## config.mk

```make
export PLATFORM = sky130hd
export DESIGN_NAME = double_ended_queue
export DESIGN_NICKNAME = d
export VERILOG_FILES = /design/src/hdl/dq_pkg.sv /design/src/hdl/dq_ram.sv /design/src/hdl/double_ended_queue.sv
export SDC_FILE = /design/constraint.sdc
export NUM_CORES = 1
export LEC_CHECK = 0
export ABC_AREA = 1
export ABC_CLOCK_PERIOD_IN_PS = 10250
export BUFFER_PORTS_ARGS = -buffer_cell sky130_fd_sc_hd__buf_2
export CELL_PAD_IN_SITES_DETAIL_PLACEMENT = 0
export CELL_PAD_IN_SITES_GLOBAL_PLACEMENT = 1
export CORE_ASPECT_RATIO = 1.4
export CORE_UTILIZATION = 30
export DETAILED_ROUTE_END_ITERATION = 8
export PLACE_DENSITY = 0.57
export REMOVE_ABC_BUFFERS = 1
export SETUP_SLACK_MARGIN = 0.02
export SLEW_MARGIN = 20
export SYNTH_ARGS = -nofsm -noshare
export SYNTH_HDL_FRONTEND = slang
export SYNTH_SLANG_ARGS = --single-unit
```

## constraint.sdc

```tcl
create_clock -name clk -period 10.25 [get_ports clk]
set_clock_uncertainty 0.1 [all_clocks]
set_input_delay 0.5125 -clock clk [delete_from_list [all_inputs] [get_ports clk]]
set_output_delay 0.5125 -clock clk [all_outputs]
set_load 0.05 [all_outputs]
```

## src/hdl/dq_pkg.sv

```systemverilog
package dq_pkg;

  localparam int DEPTH_DEF = 16;
  localparam int DATA_W    = 32;
  localparam int OCC_W     = 5;

  typedef enum logic [1:0] {
    OP_PUSH_BACK  = 2'd0,
    OP_PUSH_FRONT = 2'd1,
    OP_POP_FRONT  = 2'd2,
    OP_POP_BACK   = 2'd3
  } dq_op_t;

  typedef enum logic [1:0] {
    ST_DONE  = 2'd0,
    ST_EMPTY = 2'd1,
    ST_FULL  = 2'd2
  } dq_status_t;

  localparam logic [DATA_W-1:0] NONE_VALUE = '1;

endpackage

```

## src/hdl/dq_ram.sv

```systemverilog
module dq_ram #(
  parameter int WIDTH = 32,
  parameter int DEPTH = 16
) (
  input  logic                     clk,
  input  logic                     wr_en,
  input  logic [$clog2(DEPTH)-1:0] wr_addr,
  input  logic [WIDTH-1:0]         wr_data,
  input  logic [$clog2(DEPTH)-1:0] rd_addr,
  output logic [WIDTH-1:0]         rd_data
);

  logic [WIDTH-1:0] mem [DEPTH];

  always_ff @(posedge clk) begin
    if (wr_en) begin
      mem[wr_addr] <= wr_data;
    end
    rd_data <= mem[rd_addr];
  end

endmodule

```

## src/hdl/double_ended_queue.sv

```systemverilog
// Double-ended queue over a ring of DEPTH entries held in two mirrored RAMs.
// An accepted operation writes the RAMs at accept, the registered RAM read of the new
// front and back entries happens in S_READ, and the result is shown in S_OUT; busy stays
// high meanwhile, so no new operation is taken until the block is back in S_IDLE.
// The receiver cannot stall: out_valid is high for exactly one cycle per beat.
// Reset (rst_n low, synchronous) empties the queue and holds busy high; RAM is not cleared.
module double_ended_queue #(
  parameter int DEPTH = dq_pkg::DEPTH_DEF
) (
  input  logic                        clk,
  input  logic                        rst_n,
  input  logic                        start,
  output logic                        busy,
  input  logic [1:0]                  in_operation,
  input  logic signed [dq_pkg::DATA_W-1:0] in_value,
  output logic                        out_valid,
  output logic [1:0]                  out_status,
  output logic signed [dq_pkg::DATA_W-1:0] out_front_value,
  output logic signed [dq_pkg::DATA_W-1:0] out_back_value,
  output logic [dq_pkg::OCC_W-1:0]    out_occupancy,
  output logic                        out_is_empty
);

  import dq_pkg::*;

  localparam int AW = $clog2(DEPTH);
  localparam int CW = $clog2(DEPTH + 1);
  localparam logic [AW-1:0] LAST_IDX = AW'(DEPTH - 1);
  localparam logic [CW-1:0] FULL_CNT = CW'(DEPTH);

  typedef enum logic [2:0] {
    S_IDLE = 3'b001,
    S_READ = 3'b010,
    S_OUT  = 3'b100
  } state_t;

  state_t          state_r, state_nxt;
  logic [AW-1:0]   front_r, front_nxt;
  logic [AW-1:0]   back_r, back_nxt;
  logic [CW-1:0]   count_r, count_nxt;
  dq_status_t      status_r, status_nxt;

  logic            accept;
  logic            is_push;
  logic            empty_now;
  logic            full_now;
  logic [AW-1:0]   front_inc, front_dec, back_inc, back_dec;
  logic            wr_en;
  logic [AW-1:0]   wr_addr;
  logic [DATA_W-1:0] front_rd, back_rd;

  assign busy      = !rst_n || (state_r != S_IDLE);
  assign accept    = start && !busy;
  assign is_push   = (in_operation == OP_PUSH_BACK) || (in_operation == OP_PUSH_FRONT);
  assign empty_now = (count_r == '0);
  assign full_now  = (count_r >= FULL_CNT);

  // Ring index steps; DEPTH need not be a power of two.
  assign front_inc = (front_r == LAST_IDX) ? '0 : front_r + AW'(1);
  assign front_dec = (front_r == '0) ? LAST_IDX : front_r - AW'(1);
  assign back_inc  = (back_r == LAST_IDX) ? '0 : back_r + AW'(1);
  assign back_dec  = (back_r == '0) ? LAST_IDX : back_r - AW'(1);

  always_comb begin
    front_nxt  = front_r;
    back_nxt   = back_r;
    count_nxt  = count_r;
    status_nxt = status_r;
    state_nxt  = state_r;
    wr_en      = 1'b0;
    wr_addr    = front_r;
    case (state_r)
      S_IDLE: begin
        if (accept) begin
          state_nxt  = S_READ;
          status_nxt = ST_DONE;
          if (is_push) begin
            if (full_now) begin
              status_nxt = ST_FULL;
            end else begin
              wr_en     = 1'b1;
              count_nxt = count_r + CW'(1);
              if (empty_now) begin
                back_nxt = front_r;
                wr_addr  = front_r;
              end else if (in_operation == OP_PUSH_BACK) begin
                back_nxt = back_inc;
                wr_addr  = back_inc;
              end else begin
                front_nxt = front_dec;
                wr_addr   = front_dec;
              end
            end
          end else begin
            if (empty_now) begin
              status_nxt = ST_EMPTY;
            end else begin
              count_nxt = count_r - CW'(1);
              if (count_r == CW'(1)) begin
                back_nxt = front_r;
              end else if (in_operation == OP_POP_FRONT) begin
                front_nxt = front_inc;
              end else begin
                back_nxt = back_dec;
              end
            end
          end
        end
      end
      S_READ:  state_nxt = S_OUT;
      S_OUT:   state_nxt = S_IDLE;
      default: state_nxt = S_IDLE;
    endcase
  end

  always_ff @(posedge clk) begin
    if (!rst_n) begin
      state_r  <= S_IDLE;
      front_r  <= '0;
      back_r   <= '0;
      count_r  <= '0;
      status_r <= ST_DONE;
    end else begin
      state_r  <= state_nxt;
      front_r  <= front_nxt;
      back_r   <= back_nxt;
      count_r  <= count_nxt;
      status_r <= status_nxt;
    end
  end

  // Two copies take every write so the front and back entries read in parallel.
  // Writes only happen at accept, so the read in S_READ never collides with one.
  dq_ram #(
    .WIDTH (DATA_W),
    .DEPTH (DEPTH)
  ) u_ram_front (
    .clk     (clk),
    .wr_en   (wr_en),
    .wr_addr (wr_addr),
    .wr_data (in_value),
    .rd_addr (front_r),
    .rd_data (front_rd)
  );

  dq_ram #(
    .WIDTH (DATA_W),
    .DEPTH (DEPTH)
  ) u_ram_back (
    .clk     (clk),
    .wr_en   (wr_en),
    .wr_addr (wr_addr),
    .wr_data (in_value),
    .rd_addr (back_r),
    .rd_data (back_rd)
  );

  assign out_valid       = (state_r == S_OUT);
  assign out_status      = status_r;
  assign out_is_empty    = empty_now;
  assign out_occupancy   = OCC_W'(count_r);
  assign out_front_value = empty_now ? NONE_VALUE : front_rd;
  assign out_back_value  = empty_now ? NONE_VALUE : back_rd;

endmodule

```

# Word level (Yosys, flattened, before mapping)
# Memory sizes are Yosys's and may differ from the RTL's. A register that Yosys moved wholly into a read port is not among the register bits.
# Index checks and enable logic that the tools add are counted.
word_totals:
  reg_bits: 18
  mem_bits_rw: 1024
  inputBits: 37
  word_cells: 85
  n_memories: 2
mem_list:
  columns: ["memory", "words", "width", "rd", "rd_clocked_by_memory_dff", "wr", "line_no", "text"]
  rows:
  - ["u_ram_back.mem", 16, 32, 1, 1, 1, "dq_ram.sv:13", "logic [WIDTH-1:0] mem [DEPTH];"]
  - ["u_ram_front.mem", 16, 32, 1, 1, 1, "dq_ram.sv:13", null]
classes:
  n_addsub: 6
  magnitude_cmp: 1
  n_eq_ne: 17
  muxes: 40
  n_reduce_logical: 14
ops:
  columns: ["cell", "count"]
  rows:
  - ["4-bit 2-to-1 mux", 24]
  - ["32-bit 2-to-1 mux", 2]
  - ["5-bit 2-to-1 mux", 3]
  - ["2-bit != test (second input constant)", 5]
  - ["4-bit by 1-bit adder with 4-bit output (second input constant)", 2]
  - ["4-bit equality test (second input constant)", 2]
  - ["4-bit logical NOT", 2]
  - ["8-bit AND reduction", 1]
  - ["4-bit by 1-bit subtractor with 4-bit output (second input constant)", 2]
  - ["1-bit 2-to-1 mux", 7]
  - ["3-bit by 1-bit != test with 1-bit output (second input constant)", 2]
  - ["3-bit case mux with 2 select lines", 1]
  - ["6-bit AND reduction", 1]
  - ["5-bit by 1-bit adder with 5-bit output (second input constant)", 1]
  - ["5-bit by 1-bit equality test with 1-bit output (second input constant)", 1]
  - ["5-bit greater-or-equal comparator (second input constant)", 1]
  - ["5-bit logical NOT", 1]
  - ["5-bit by 1-bit subtractor with 5-bit output (second input constant)", 1]
  - ["2-bit 2-to-1 mux", 2]
  - ["4-bit AND reduction", 1]
  - ["3-bit by 1-bit equality test with 1-bit output (second input constant)", 1]
  - ["3-bit by 2-bit equality test with 1-bit output (second input constant)", 1]
  - ["3-bit equality test (second input constant)", 1]
  - ["3-bit 2-to-1 mux", 1]
  - ["other kinds (10)", 12]

# Logic depth before layout (Yosys ltp)
# Gate-level depths: netlist of the first run.
depth:
  word_depth: 8
  ltp_mapped: 15
  mapped_depth_nobuf: 12

# Modules after synthesis
# A second synthesis of the first run with hierarchy kept.
unflattened:
  hier_cells: 4573
  hier_area_um2: 47510.6
by_module_without_submodules:
  columns: ["module", "n_inst", "cells_per_inst", "area_per_inst_um2", "seq_area_each_um2"]
  rows:
  - ["dq_ram", 2, 2120, 22730.6, 16015.4]
  - ["double_ended_queue", 1, 333, 2049.5, 360.3]

# Least setup slack after synthesis of the first run
# No wires, ideal clock.
synth_timing:
  path_kind: "reg2reg"
  from: "register count_r[0] (netlist: out_occupancy[0])"
  to: "memory u_ram_front.mem[12][0], enable pin"
  setup_time_ns: 0.421
  arrival_time_ns: 3.253
  required_time_ns: 9.729
  path_slack_ns: 6.476
  stages_incl_launch_ff: 10
  period_less_slack_ns: 3.774
  cell_sequence: "dfxtp_1 inv_1 ha_1 a21oi_4 inv_1 nor2_1 nand3_2 nand2_2 nand2_2 nor2_1"
synth_between:
  elab_chain_cells: 7
  word_cells_on_any_way: 13
synth_lines:
  columns: ["element", "line_no", "text"]
  rows:
  - ["from (decl)", "double_ended_queue.sv:40", "logic [CW-1:0] count_r, count_nxt;"]
  - ["from (signal assigned)", "double_ended_queue.sv:127", "count_r <= count_nxt;"]
  - ["5-bit greater-or-equal comparator", "double_ended_queue.sv:56", "assign full_now = (count_r >= FULL_CNT);"]
  - ["1-bit 2-to-1 mux", "double_ended_queue.sv:78", "if (full_now) begin"]
  - ["1-bit 2-to-1 mux", "double_ended_queue.sv:77", "if (is_push) begin"]
  - ["1-bit 2-to-1 mux", "double_ended_queue.sv:74", "if (accept) begin"]
  - ["1-bit 2-to-1 mux", "double_ended_queue.sv:72", "case (state_r)"]
  - ["1-bit 2-to-1 mux", "dq_ram.sv:16", "if (wr_en) begin"]
  - ["1-bit 2-to-1 mux (implied by the code)", "dq_ram.sv:17", "mem[wr_addr] <= wr_data;"]
  - ["to (decl)", "dq_ram.sv:13", null]
# Several ways; a longest one is shown, not always the timed one.

# Final worst setup path of the first run
layout_timing:
  from: "register front_r[0]"
  to: "memory u_ram_front.mem[15][24], enable pin"
layout_between:
  elab_chain_cells: 8
  word_cells_on_any_way: 9
layout_lines:
  columns: ["element", "line_no", "text"]
  rows:
  - ["from (decl)", "double_ended_queue.sv:38", "logic [AW-1:0] front_r, front_nxt;"]
  - ["from (signal assigned)", "double_ended_queue.sv:125", "front_r <= front_nxt;"]
  - ["4-bit by 1-bit subtractor with 4-bit output or 4-bit logical NOT (tied branches)", "double_ended_queue.sv:60", "assign front_dec = (front_r == '0) ? LAST_IDX : front_r - AW'(1);"]
  - ["4-bit 2-to-1 mux", "double_ended_queue.sv:60", null]
  - ["4-bit 2-to-1 mux", "double_ended_queue.sv:86", "end else if (in_operation == OP_PUSH_BACK) begin"]
  - ["4-bit 2-to-1 mux", "double_ended_queue.sv:83", "if (empty_now) begin"]
  - ["4-bit 2-to-1 mux", "double_ended_queue.sv:78", null]
  - ["4-bit 2-to-1 mux", "double_ended_queue.sv:77", null]
  - ["4-bit 2-to-1 mux", "double_ended_queue.sv:74", null]
  - ["4-bit 2-to-1 mux *", "double_ended_queue.sv:72", null]
# Mark *: on every way between the ends. The rest lies on a longest branch, timed or not.

==> impl_metrics.csv, run 1 <==
group,metric,value,unit
global_routing,grt-ovfl-total,0,
hold_path,min_path_type,"in -> reg",
logic_synthesis,netlist_instances,2811,
global_routing,grt_pass1_vias,21200,
global_routing,track_usage,19.22,%
logic_synthesis,ys_types,35,
timing,post-route-min-period,4.370,ns
timing,finalSetupViolCount,0,
logic_synthesis,synth_area,27610,um2
cts,clkSinkCount,594,
final_layout,final_cell_mix,"o21ai_0, edfxtp_1, a21oi_1",
cts,postCtsResizedCells,0,
logic_synthesis,synth_seq_cells,594,
timing,fmax,0.2288,GHz
power,p_per_area,180.1,nW/um2
cts,clk_pin_slew,0.06,ns
logic_synthesis,synth_flop_cell,"edfxtp_1",
drt,postRouteAntennaNets,0,
floorplan,fp.dieH,361.0,um
floorplan,dieWidth,258.4,um
logic_synthesis,syn_area_per_cell,9.822,um2
final_layout,area_growth,13.28,%
drt,drc,0,
logic_synthesis,synth.top_cell.area_share,55.68,%
timing,worst_pin_slew,1.122,ns
logic_synthesis,synth_top_area_cell,"edfxtp_1",
timing,hold_viol,0,
cts,clkLatencyLatePin,0.65,ns
setup_path,worstPathMaxFanout,90,
power,peakVddDrop,116.8,uV
setup_path,crit_path_start_kind,"flip-flop",
floorplan,rows,131,
timing,post-route-period-util,42.64,%
final_layout,post-route-util,34.32,%
drt,vias,21510,
placed_design,gp_congestion,0.8066,
final_layout,final-seq-area,17030,um2
global_routing,grt_pass1_wl,135.8,mm
final_layout,diodes,0,
cts,cts_tree,"built",
global_routing,grt_start_max_net_pins,210,
cts,max-clock-path-buffers,3,
drt,dr.pass1.iters,6,
logic_synthesis,synth_edf_count,512,
run_status,outcome,"complete, no violations",
floorplan,initial_core_util,30.30,%
final_layout,drive_gt1_share,12.82,%
final_layout,fin_nets,2856,
drt,wl_per_cell,22.51,um
cts,cts-htree-levels,2,
run,cap_violations,0,
placed_design,hpwl,52.30,mm
cts,holdBufCountCts,0,
setup_path,cp_data_required_time,10.43,ns
drt,drtIter0Drc,1936,
placed_design,place_area,29270,um2
drt,drt-total-wl,91.36,mm
final_layout,fillCellCount,9230,
setup_path,crit_path_end_kind,"flip-flop",
setup_path,worst-setup-path-type,"reg -> reg",
timing,rsz0062_at_grt,"false",
cts,cts-buffers-inserted,61,
drt,vias_per_cell,5.300,
logic_synthesis,async_flop_share,0,%
cts,cts_setup_buffers,0,
timing,max_slew_margin,25.09,%
logic_synthesis,synth_warnings,0,
final_layout,final_common_cell,"o21ai_0",
logic_synthesis,seq_area_frac_synth,61.63,%
global_routing,antenna_found_initial,3,
floorplan,ios,111,
power,leakagePower,10.30,nW
placed_design,port_buffers,110,
floorplan,die_area,93270,um2
final_layout,fin_area,31280,um2
floorplan,core,91130,um2
final_layout,multi_input_area,9209,um2
cts,cts-root-buf,"clkbuf_16",
logic_synthesis,synthTopCellsByArea,"edfxtp_1, o21ai_0, dfxtp_1",
timing,drv_slew,0,
setup_path,cp.arrival,4.55,ns
-- synthesized netlist by cell type (2+ instances only) --
library cell	instances
buf_6	3
buf_4	9
nor2_8	2
nor2_2	5
o21ai_1	69
or2_1	2
inv_2	7
a21oi_1	270
nor2_4	2
buf_2	57
nand3_2	4
xor2_1	5
nor2_1	288
nand4_1	35
nor3_1	3
o21ai_0	653
nand3_1	87
or2_2	62
o21a_1	4
nand3_4	3
clkbuf_2	2
nand2_2	5
buf_1	15
ha_1	9
inv_1	152
xnor2_1	2
edfxtp_1	512
o211ai_1	65
clkbuf_1	127
nand2_1	266
dfxtp_1	82
-- through the flow --
| step | setup slack (ns) | hold WS (ns) | cells | setup TNS [ns] | power [mW] |
|---|---|---|---|---|---|
| floorplan | -1.769 | 0.3993 | 2598 | -848.59 | 3.204 |
| global placement | 5.873 | 0.3602 | 3939 | 0 | 3.443 |
| detailed placement | 5.848 | 0.3540 | 3944 | 0 | 3.446 |
| CTS | 5.854 | 0.09132 | 4059 | 0 | 5.700 |
| global route | 5.589 | 0.1285 | 4059 | 0 | 5.838 |
| finish | 5.880 | 0.1398 | 4059 | 0 | 5.633 |
-- flip-flops by register name (all words and copies together), names as in the netlist --
name,flops
state_r,3
front_r,4
u_ram_back.rd_data,32
u_ram_front.rd_data,32
out_status,2
back_r,4
out_occupancy,5
u_ram_front.mem,512
-- worst paths after layout --
| check | end | slack [ns] | from | cells past startpoint |
|---|---|---|---|---|
| worst min register to register | out_status[1] | 0.37 | out_status[1] | 1 |
| worst max register to register | u_ram_front.mem[15][24] | 5.88 | front_r[0] | 10 |
| worst max-delay path | u_ram_front.mem[15][24] | 5.88 | front_r[0] | 10 |
| worst min-delay path | back_r[1] | 0.14 | rst_n | 3 |
-- power breakdown --
group          internal [mW]  total (mW)  switching, mW
Combinational          0.169       0.676          0.508
Clock                   1.27        2.25          0.982
Sequential              2.67        2.71         0.0352
-- cells by family (layout without fill, tap and decap cells) --
group / Yosys count / after routing / share of synthesized area (%)
adders and majority gates: 9 / 9 / 0.4079
AOI/OAI and AO/OA: 1063 / 1063 / 19.94
xor gates and xnor gates: 7 / 7 / 0.2221
buffers and inverters: 373 / 424 / 5.560
DFF: 594 / 594 / 61.63
and+or+nand+nor: 765 / 765 / 12.24
-- metal layers --
metal | global-route usage, % | routed length [um] | up-vias
li1 | - | - | 9969
met3 | 2.620 | 4935 | 147
met4 | 6.242 | 2594 | 4
met2 | 32.58 | 44420 | 764
met1 | 25.14 | 39390 | 10630
met5 | 0 | 24 | -
-- worst max-delay path, cell delays in order, from the launching register on --
cell and delay (ns):
dfxtp_4 0.97, inv_4 0.45, ha_1 0.45, o21ai_0 0.31, inv_1 0.08, nand3_1 0.09
nand2_1 0.07, nor2_2 0.11, nand2_1 0.25, nor2_4 0.58, buf_4 0.48
-- layout make-up --
class                      count  share of cell area, %
clock buffer                  85                  5.461
clock inverter                30                 0.9281
inverter                     160                  1.952
multi-input combinational   1844                  29.44
sequential                   594                  54.46
tap                         1197                  4.789
timing repair buffer         149                  2.968
No activity file was read; power rests on OpenSTA's default activity.
==> run 2: changes to the inputs <==
--- a/config.mk
+++ b/config.mk
@@ -5,15 +5,15 @@
 export SDC_FILE = /design/constraint.sdc
 export NUM_CORES = 1
 export LEC_CHECK = 0
-export ABC_AREA = 1
-export ABC_CLOCK_PERIOD_IN_PS = 10250
+export ABC_AREA = 0
+export ABC_CLOCK_PERIOD_IN_PS = 3890
 export BUFFER_PORTS_ARGS = -buffer_cell sky130_fd_sc_hd__buf_2
 export CELL_PAD_IN_SITES_DETAIL_PLACEMENT = 0
 export CELL_PAD_IN_SITES_GLOBAL_PLACEMENT = 1
 export CORE_ASPECT_RATIO = 1.4
 export CORE_UTILIZATION = 30
 export DETAILED_ROUTE_END_ITERATION = 8
-export PLACE_DENSITY = 0.57
+export PLACE_DENSITY = 0.55
 export REMOVE_ABC_BUFFERS = 1
 export SETUP_SLACK_MARGIN = 0.02
 export SLEW_MARGIN = 20
==> constraint.sdc (replaced) <==
create_clock -name clk -period 3.89 [get_ports clk]
set_clock_uncertainty 0.1 [all_clocks]
set_input_delay 0.1945 -clock clk [delete_from_list [all_inputs] [get_ports clk]]
set_output_delay 0.1945 -clock clk [all_outputs]
set_load 0.05 [all_outputs]
==> run 2 against run 1 <==
Effect of this change:
- register-to-register slack worse by 5.4 ns
- clock-buffer cell count down 10
- first-iteration DRC count fell by 49%
- critical path type unchanged
- critical endpoint is now u_ram_front.mem[13][7]
- largest cell class unchanged
==> impl_metrics.csv, run 2 <==
group,metric,value,unit
placed_design,port_buffers,110,
drt,dr.pass1.iters,7,
logic_synthesis,yosysMostFrequentCell,"edfxtp_1",
cts,cts-buffers-inserted,57,
global_routing,grt_pass1_vias,14670,
floorplan,core,85970,um2
cts,cts_tree,"built",
floorplan,die_area,88250,um2
drt,drtIter0Drc,979,
timing,drv_slew,0,
cts,clkSinkCount,594,
timing,finalWorstSetupSlack,0.4833,ns
timing,max_slew_margin,32.11,%
cts,clkLatencyLatePin,0.64,ns
timing,worst_pin_slew,1.018,ns
setup_path,worstPathMaxFanout,22,
logic_synthesis,synthTopCellsByArea,"edfxtp_1, mux4_2, dfxtp_1",
timing,rsz0062_at_grt,"false",
final_layout,largest_register,"u_ram_front.mem",
logic_synthesis,synth.top_cell.area_share,58.87,%
logic_synthesis,synth_area,26120,um2
power,leakagePower,9.159,nW
setup_path,worstRegToRegCells,8,
final_layout,diodes,0,
placed_design,dp_slack,0.4318,ns
setup_path,r2r_start,"out_occupancy[0]",
final_layout,final_common_cell,"edfxtp_1",
logic_synthesis,seq_area_frac_synth,65.16,%
global_routing,grt_pass1_wl,101.1,mm
floorplan,ios,111,
drt,drt-total-wl,68.35,mm
logic_synthesis,ys_types,54,
hold_path,hold_path_startpoint,"in_operation[0]",
cts,cts-root-buf,"clkbuf_16",
cts,holdBufCountCts,35,
drt,postRouteAntennaNets,0,
cts,cts_setup_buffers,0,
logic_synthesis,synth_seq_cells,594,
drt,vias,13370,
drt,wl_per_cell,26.24,um
logic_synthesis,synth_top_area_cell,"edfxtp_1",
timing,finalSetupViolCount,0,
setup_path,worst-setup-path-type,"reg -> reg",
setup_path,rr_endpoint,"u_ram_front.mem[13][7]",
setup_path,crit_path_end_kind,"flip-flop",
final_layout,fin_nets,1442,
logic_synthesis,async_flop_share,0,%
final_layout,final_cell_mix,"edfxtp_1, mux4_2, buf_2",
final_layout,largest_register_ffs,512,
final_layout,drive_gt1_share,45.22,%
floorplan,fp.dieH,351.1,um
placed_design,hpwl,39.36,mm
cts,cts-htree-levels,2,
logic_synthesis,syn_area_per_cell,21.09,um2
logic_synthesis,synth_flop_cell,"edfxtp_1",
placed_design,dp.cells,2463,
floorplan,dieWidth,251.4,um
timing,post-route-period-util,87.57,%
hold_path,whs_path_depth,5,
hold_path,min_path_type,"in -> reg",
run,cap_violations,0,
global_routing,grt_start_max_net_pins,104,
timing,hold_ws,0.04088,ns
floorplan,initial_core_util,30.38,%
global_routing,track_usage,15.81,%
placed_design,gp_congestion,0.7097,
cts,postCtsResizedCells,0,
logic_synthesis,synth_commonest_cells,"edfxtp_1, mux4_2, dfxtp_1",
global_routing,grt-ovfl-total,0,
power,peakVddDrop,321.7,uV
power,p_per_area,465.3,nW/um2
timing,post-route-min-period,3.407,ns
timing,fmax,0.2935,GHz
global_routing,antenna_found_initial,2,
final_layout,fin_cells,2605,
run_status,outcome,"complete, no violations",
drt,vias_per_cell,5.131,
final_layout,top_regs,"u_ram_front.mem: 512 flops, u_ram_back.rd_data: 32 flops, u_ram_front.rd_data: 32 flops",
floorplan,rows,127,
setup_path,cp.arrival,3.62,ns
drt,drc,0,
cts,clk_pin_slew,0.06,ns
logic_synthesis,synth_edf_count,512,
setup_path,cp_data_required_time,4.10,ns
setup_path,crit_path_start_kind,"flip-flop",
logic_synthesis,synth_warnings,0,
timing,hold_viol,0,
setup_path,worst-r2r-setup-slack,0.48,ns
hold_path,whs_endpoint,"front_r[2]",
logic_synthesis,netlist_instances,1238,
final_layout,area_growth,17.07,%
cts,max-clock-path-buffers,3,
## run 2: cell types whose count changed after synthesis, moves of 64 or more
cell	before	now
mux4_2	0	320
nor2_1	288	38
o21ai_0	653	3
o21ai_1	69	0
a21oi_1	270	13
nand3_1	87	8
clkbuf_1	127	59
nand2_1	266	12
o211ai_1	65	1
inv_1	152	10
## run 2: worst max path at each step
stage	start	end	slack, ns	cells past startpoint
final	out_occupancy[0]	u_ram_front.mem[13][7]	0.48	8
after global routing	out_occupancy[0]	u_ram_front.mem[13][18]	0.23	8
after CTS	out_occupancy[0]	u_ram_front.mem[13][18]	0.41	8
after detailed placement	out_occupancy[0]	u_ram_front.mem[13][26]	0.43	8
after global placement	out_occupancy[0]	u_ram_front.mem[13][16]	0.51	8
after floorplan	back_r[0]	u_ram_front.mem[7][0]	-5.36	7
## run 2: through the flow
stage / power, mW / cell area, um2 / util (%) / setup TNS (ns)
floorplan: 8.259 / 25710 / - / -2867.44
global placement: 8.653 / 28310 / 32.94 / 0
detailed placement: 8.659 / 28310 / 32.94 / 0
CTS: 14.42 / 30570 / 35.56 / 0
global route: 14.71 / 30570 / 35.56 / 0
finish: 14.23 / 30570 / 35.56 / 0
## run 2: layout make-up
type	instances	area, um2
Fill cell	7977	55390
Sequential cell	594	17040
Multi-Input combinational cell	542	8773
Clock buffer	75	1535
Tap cell	1161	1453
Timing Repair Buffer	189	1364
Clock inverter	32	365.4
Inverter	12	45.04
## run 2: worst max-delay path: stages, from the launching register on
cell and delay (ns):
dfxtp_1 0.42, inv_1 0.11, ha_1 0.25, or3b_1 0.26, nand4_1 0.29, o31ai_1 0.56
nand2_1 0.37, nor2_4 0.45, buf_12 0.27
## run 2: logic make-up after synthesis
group | share of synthesized area (%)
fa+ha+maj | 0.4312
flops | 65.16
buf+inv | 1.706
mux | 27.83
xor+xnor | 0.2683
compound gates | 1.303
simple gates | 3.301
## run 2: layer usage
layer  GRT usage, %  wire length (um)  vias to the layer above
met5              0                31                        -
met4          4.803              1736                        4
met3          2.575              2792                       98
met2          28.18             35850                      333
met1          19.60             27940                     7302
li1               -                 -                     5629
## run 2: power breakdown
part / internal [mW] / switching (mW) / leakage, nW
clock: 3.25 / 2.46 / 0.928
sequential: 7.01 / 0.0579 / 5.29
combinational: 0.526 / 0.920 / 2.94
total: 10.8 / 3.43 / 9.16
==> run 3: changes to the inputs <==
--- a/config.mk
+++ b/config.mk
@@ -6,14 +6,14 @@
 export NUM_CORES = 1
 export LEC_CHECK = 0
 export ABC_AREA = 0
-export ABC_CLOCK_PERIOD_IN_PS = 3890
+export ABC_CLOCK_PERIOD_IN_PS = 4400
 export BUFFER_PORTS_ARGS = -buffer_cell sky130_fd_sc_hd__buf_2
 export CELL_PAD_IN_SITES_DETAIL_PLACEMENT = 0
 export CELL_PAD_IN_SITES_GLOBAL_PLACEMENT = 1
 export CORE_ASPECT_RATIO = 1.4
 export CORE_UTILIZATION = 30
 export DETAILED_ROUTE_END_ITERATION = 8
-export PLACE_DENSITY = 0.55
+export PLACE_DENSITY = 0.53
 export REMOVE_ABC_BUFFERS = 1
 export SETUP_SLACK_MARGIN = 0.02
 export SLEW_MARGIN = 20
==> constraint.sdc (replaced) <==
create_clock -name clk -period 4.4 [get_ports clk]
set_clock_uncertainty 0.1 [all_clocks]
set_input_delay 0.22 -clock clk [delete_from_list [all_inputs] [get_ports clk]]
set_output_delay 0.22 -clock clk [all_outputs]
set_load 0.05 [all_outputs]
==> run 3 against run 2 <==
Effect of this change:
- via count up 0.41%
- non-clock buffer count unchanged
- fmax down 3.6%
- worst setup slack better by 0.38 ns
- power shrank 8.6%
- critical endpoint is now u_ram_front.mem[11][13]
- sequential cell count unchanged
- sequential share of layout area fell by 0.41 points
- hold slack better by 0.018 ns
- clock power is 4.2% lower
- first-iteration DRC count grew 0.82%
==> impl_metrics.csv, run 3 (synthesis gave the netlist of run 2 again) <==
group,metric,value,unit
final_layout,top_regs,"u_ram_front.mem: 512 flops, u_ram_back.rd_data: 32 flops, u_ram_front.rd_data: 32 flops",
drt,postRouteAntennaNets,0,
cts,cts-root-buf,"clkbuf_16",
placed_design,place_area,28340,um2
global_routing,grt-ovfl-total,0,
drt,drtIter0Drc,987,
setup_path,r2r_start,"out_occupancy[0]",
cts,cts_tree,"built",
final_layout,final_cell_mix,"edfxtp_1, mux4_2, buf_2",
drt,dr.pass1.iters,5,
hold_path,whs_path_depth,5,
cts,postCtsResizedCells,0,
run,cap_violations,0,
timing,fin_tns_setup,0,ns
setup_path,cp_slowest_stage_delay,0.54,ns
global_routing,grt_pass1_wl,103.0,mm
cts,cts-buffers-inserted,59,
setup_path,cpMaxStageDelayCell,"nor2_4",
power,intPower,9.880,mW
timing,post-route-min-period,3.533,ns
placed_design,port_buffers,110,
drt,drc,0,
final_layout,fillCellCount,7932,
final_layout,largest_register,"u_ram_front.mem",
timing,max_slew_margin,28.77,%
power,power.switching,3.118,mW
setup_path,crit_path_start_kind,"flip-flop",
power,peakVddDrop,294.4,uV
setup_path,worstPathMaxFanout,10,
cts,clkSinkCount,594,
cts,max-clock-path-buffers,3,
placed_design,dp.cells,2463,
floorplan,core,85970,um2
final_layout,drive_gt1_share,46.55,%
drt,vias,13420,
power,switching_share,23.99,%
timing,fmax,0.2831,GHz
hold_path,whs_endpoint,"front_r[2]",
power,clkPwrFrac,42.1,%
global_routing,grt_pass1_vias,14720,
timing,rsz0062_at_grt,"false",
final_layout,fin_nets,1444,
floorplan,die_area,88250,um2
floorplan,rows,127,
final_layout,largest_register_ffs,512,
floorplan,dieWidth,251.4,um
setup_path,cp.arrival,3.75,ns
setup_path,cp_cell_sequence,"inv_1, ha_1, or3b_1, nand4_1, o31ai_1, nand2_1, nor2_4, buf_4",
power,comb_power_share,9.8,%
placed_design,gp_congestion,0.7576,
floorplan,ios,111,
timing,hold_viol,0,
timing,post-route-period-util,80.29,%
cts,cts-htree-levels,2,
timing,drv_slew,0,
drt,drt-total-wl,70.30,mm
drt,vias_per_cell,5.142,
placed_design,hpwl,40.54,mm
final_layout,post-route-util,35.83,%
global_routing,track_usage,16.23,%
final_layout,final_common_cell,"edfxtp_1",
power,p_per_area,422.0,nW/um2
floorplan,initial_core_util,30.38,%
hold_path,hold_path_startpoint,"in_operation[0]",
drt,wl_per_cell,26.93,um
power,leakagePower,9.253,nW
setup_path,worst-r2r-setup-slack,0.87,ns
setup_path,rr_endpoint,"u_ram_front.mem[11][13]",
global_routing,antenna_found_initial,3,
final_layout,final-seq-area,17040,um2
setup_path,worstRegToRegCells,8,
timing,finalSetupViolCount,0,
setup_path,crit_path_end_kind,"flip-flop",
cts,clkLatencyLatePin,0.64,ns
final_layout,fin_cells,2610,
final_layout,fin_area,30800,um2
power,power_frac_seq,48.2,%
setup_path,cp_data_required_time,4.61,ns
global_routing,grt_start_max_net_pins,97,
floorplan,fp.dieH,351.1,um
run_status,outcome,"complete, no violations",
cts,clk_pin_slew,0.07,ns
final_layout,multi_input_area,8773,um2
timing,worst_pin_slew,1.068,ns
final_layout,area_growth,17.94,%
hold_path,min_path_type,"in -> reg",
setup_path,worst-setup-path-type,"reg -> reg",
==> run 3: critical path, delay by kind of cell, from the launching register on <==
family | cells | cell delay (ns)
AO/OA/AOI/OAI | 1 | 0.53
adder cells (fa/ha/maj) | 1 | 0.25
buffers and inverters | 2 | 0.46
flip-flops | 1 | 0.42
AND/OR/NAND/NOR | 4 | 1.42
==> run 3: cell type report <==
type / instances / area share, %
sequential: 594 / 55.32
multi-input combinational: 542 / 28.49
clock buffer: 69 / 5.249
tap: 1161 / 4.716
timing repair buffer: 189 / 4.485
clock inverter: 42 / 1.592
inverter: 12 / 0.1462
antenna: 1 / 0.008125
==> run 3: layer usage <==
layer  track usage, %  vias up  routed length [um]
li1                 -     5624                   -
met1            20.33     7398               28800
met2            29.22      312               37190
met3            2.324       85                2891
met4            4.343        2                1398
met5                0        -                  11
==> run 3: timing repair <==
item	CTS	global route
buffers inserted	0	0
setup endpoints to repair	0	0
endpoints found under the hold margin	519	0
hold buffers	35	0
==> run 3: through the flow <==
stage	worst slack [ns]	hold slack (ns)	power, mW
final	0.8671	0.05877	13.00
after floorplan	-4.849	0.2189	7.302
after CTS	0.8599	0.001613	13.18
after global placement	1.029	0.3344	7.654
after detailed placement	0.8955	0.3457	7.656
after global routing	0.6124	0.07467	13.42
==> run 3: worst max-delay path by stage <==
stage	cells after the start	slack [ns]	start	to
floorplan	7	-4.85	back_r[0]	u_ram_front.mem[7][0]
global placement	8	1.03	front_r[1]	u_ram_front.mem[6][12]
detailed placement	8	0.90	out_occupancy[0]	u_ram_front.mem[11][13]
CTS	8	0.86	out_occupancy[0]	u_ram_front.mem[11][13]
global route	8	0.61	out_occupancy[0]	u_ram_front.mem[11][13]
finish	8	0.87	out_occupancy[0]	u_ram_front.mem[11][13]
==> run 3: power groups by stage <==
| stage | logic [mW] | registers, mW | clock network [mW] |
|---|---|---|---|
| floorplan | 0.862 | 6.44 | 0 |
| global placement | 1.27 | 6.38 | 0 |
| detailed placement | 1.27 | 6.38 | 0 |
| CTS | 1.30 | 6.26 | 5.61 |
| global route | 1.36 | 6.27 | 5.79 |
| finish | 1.27 | 6.26 | 5.47 |
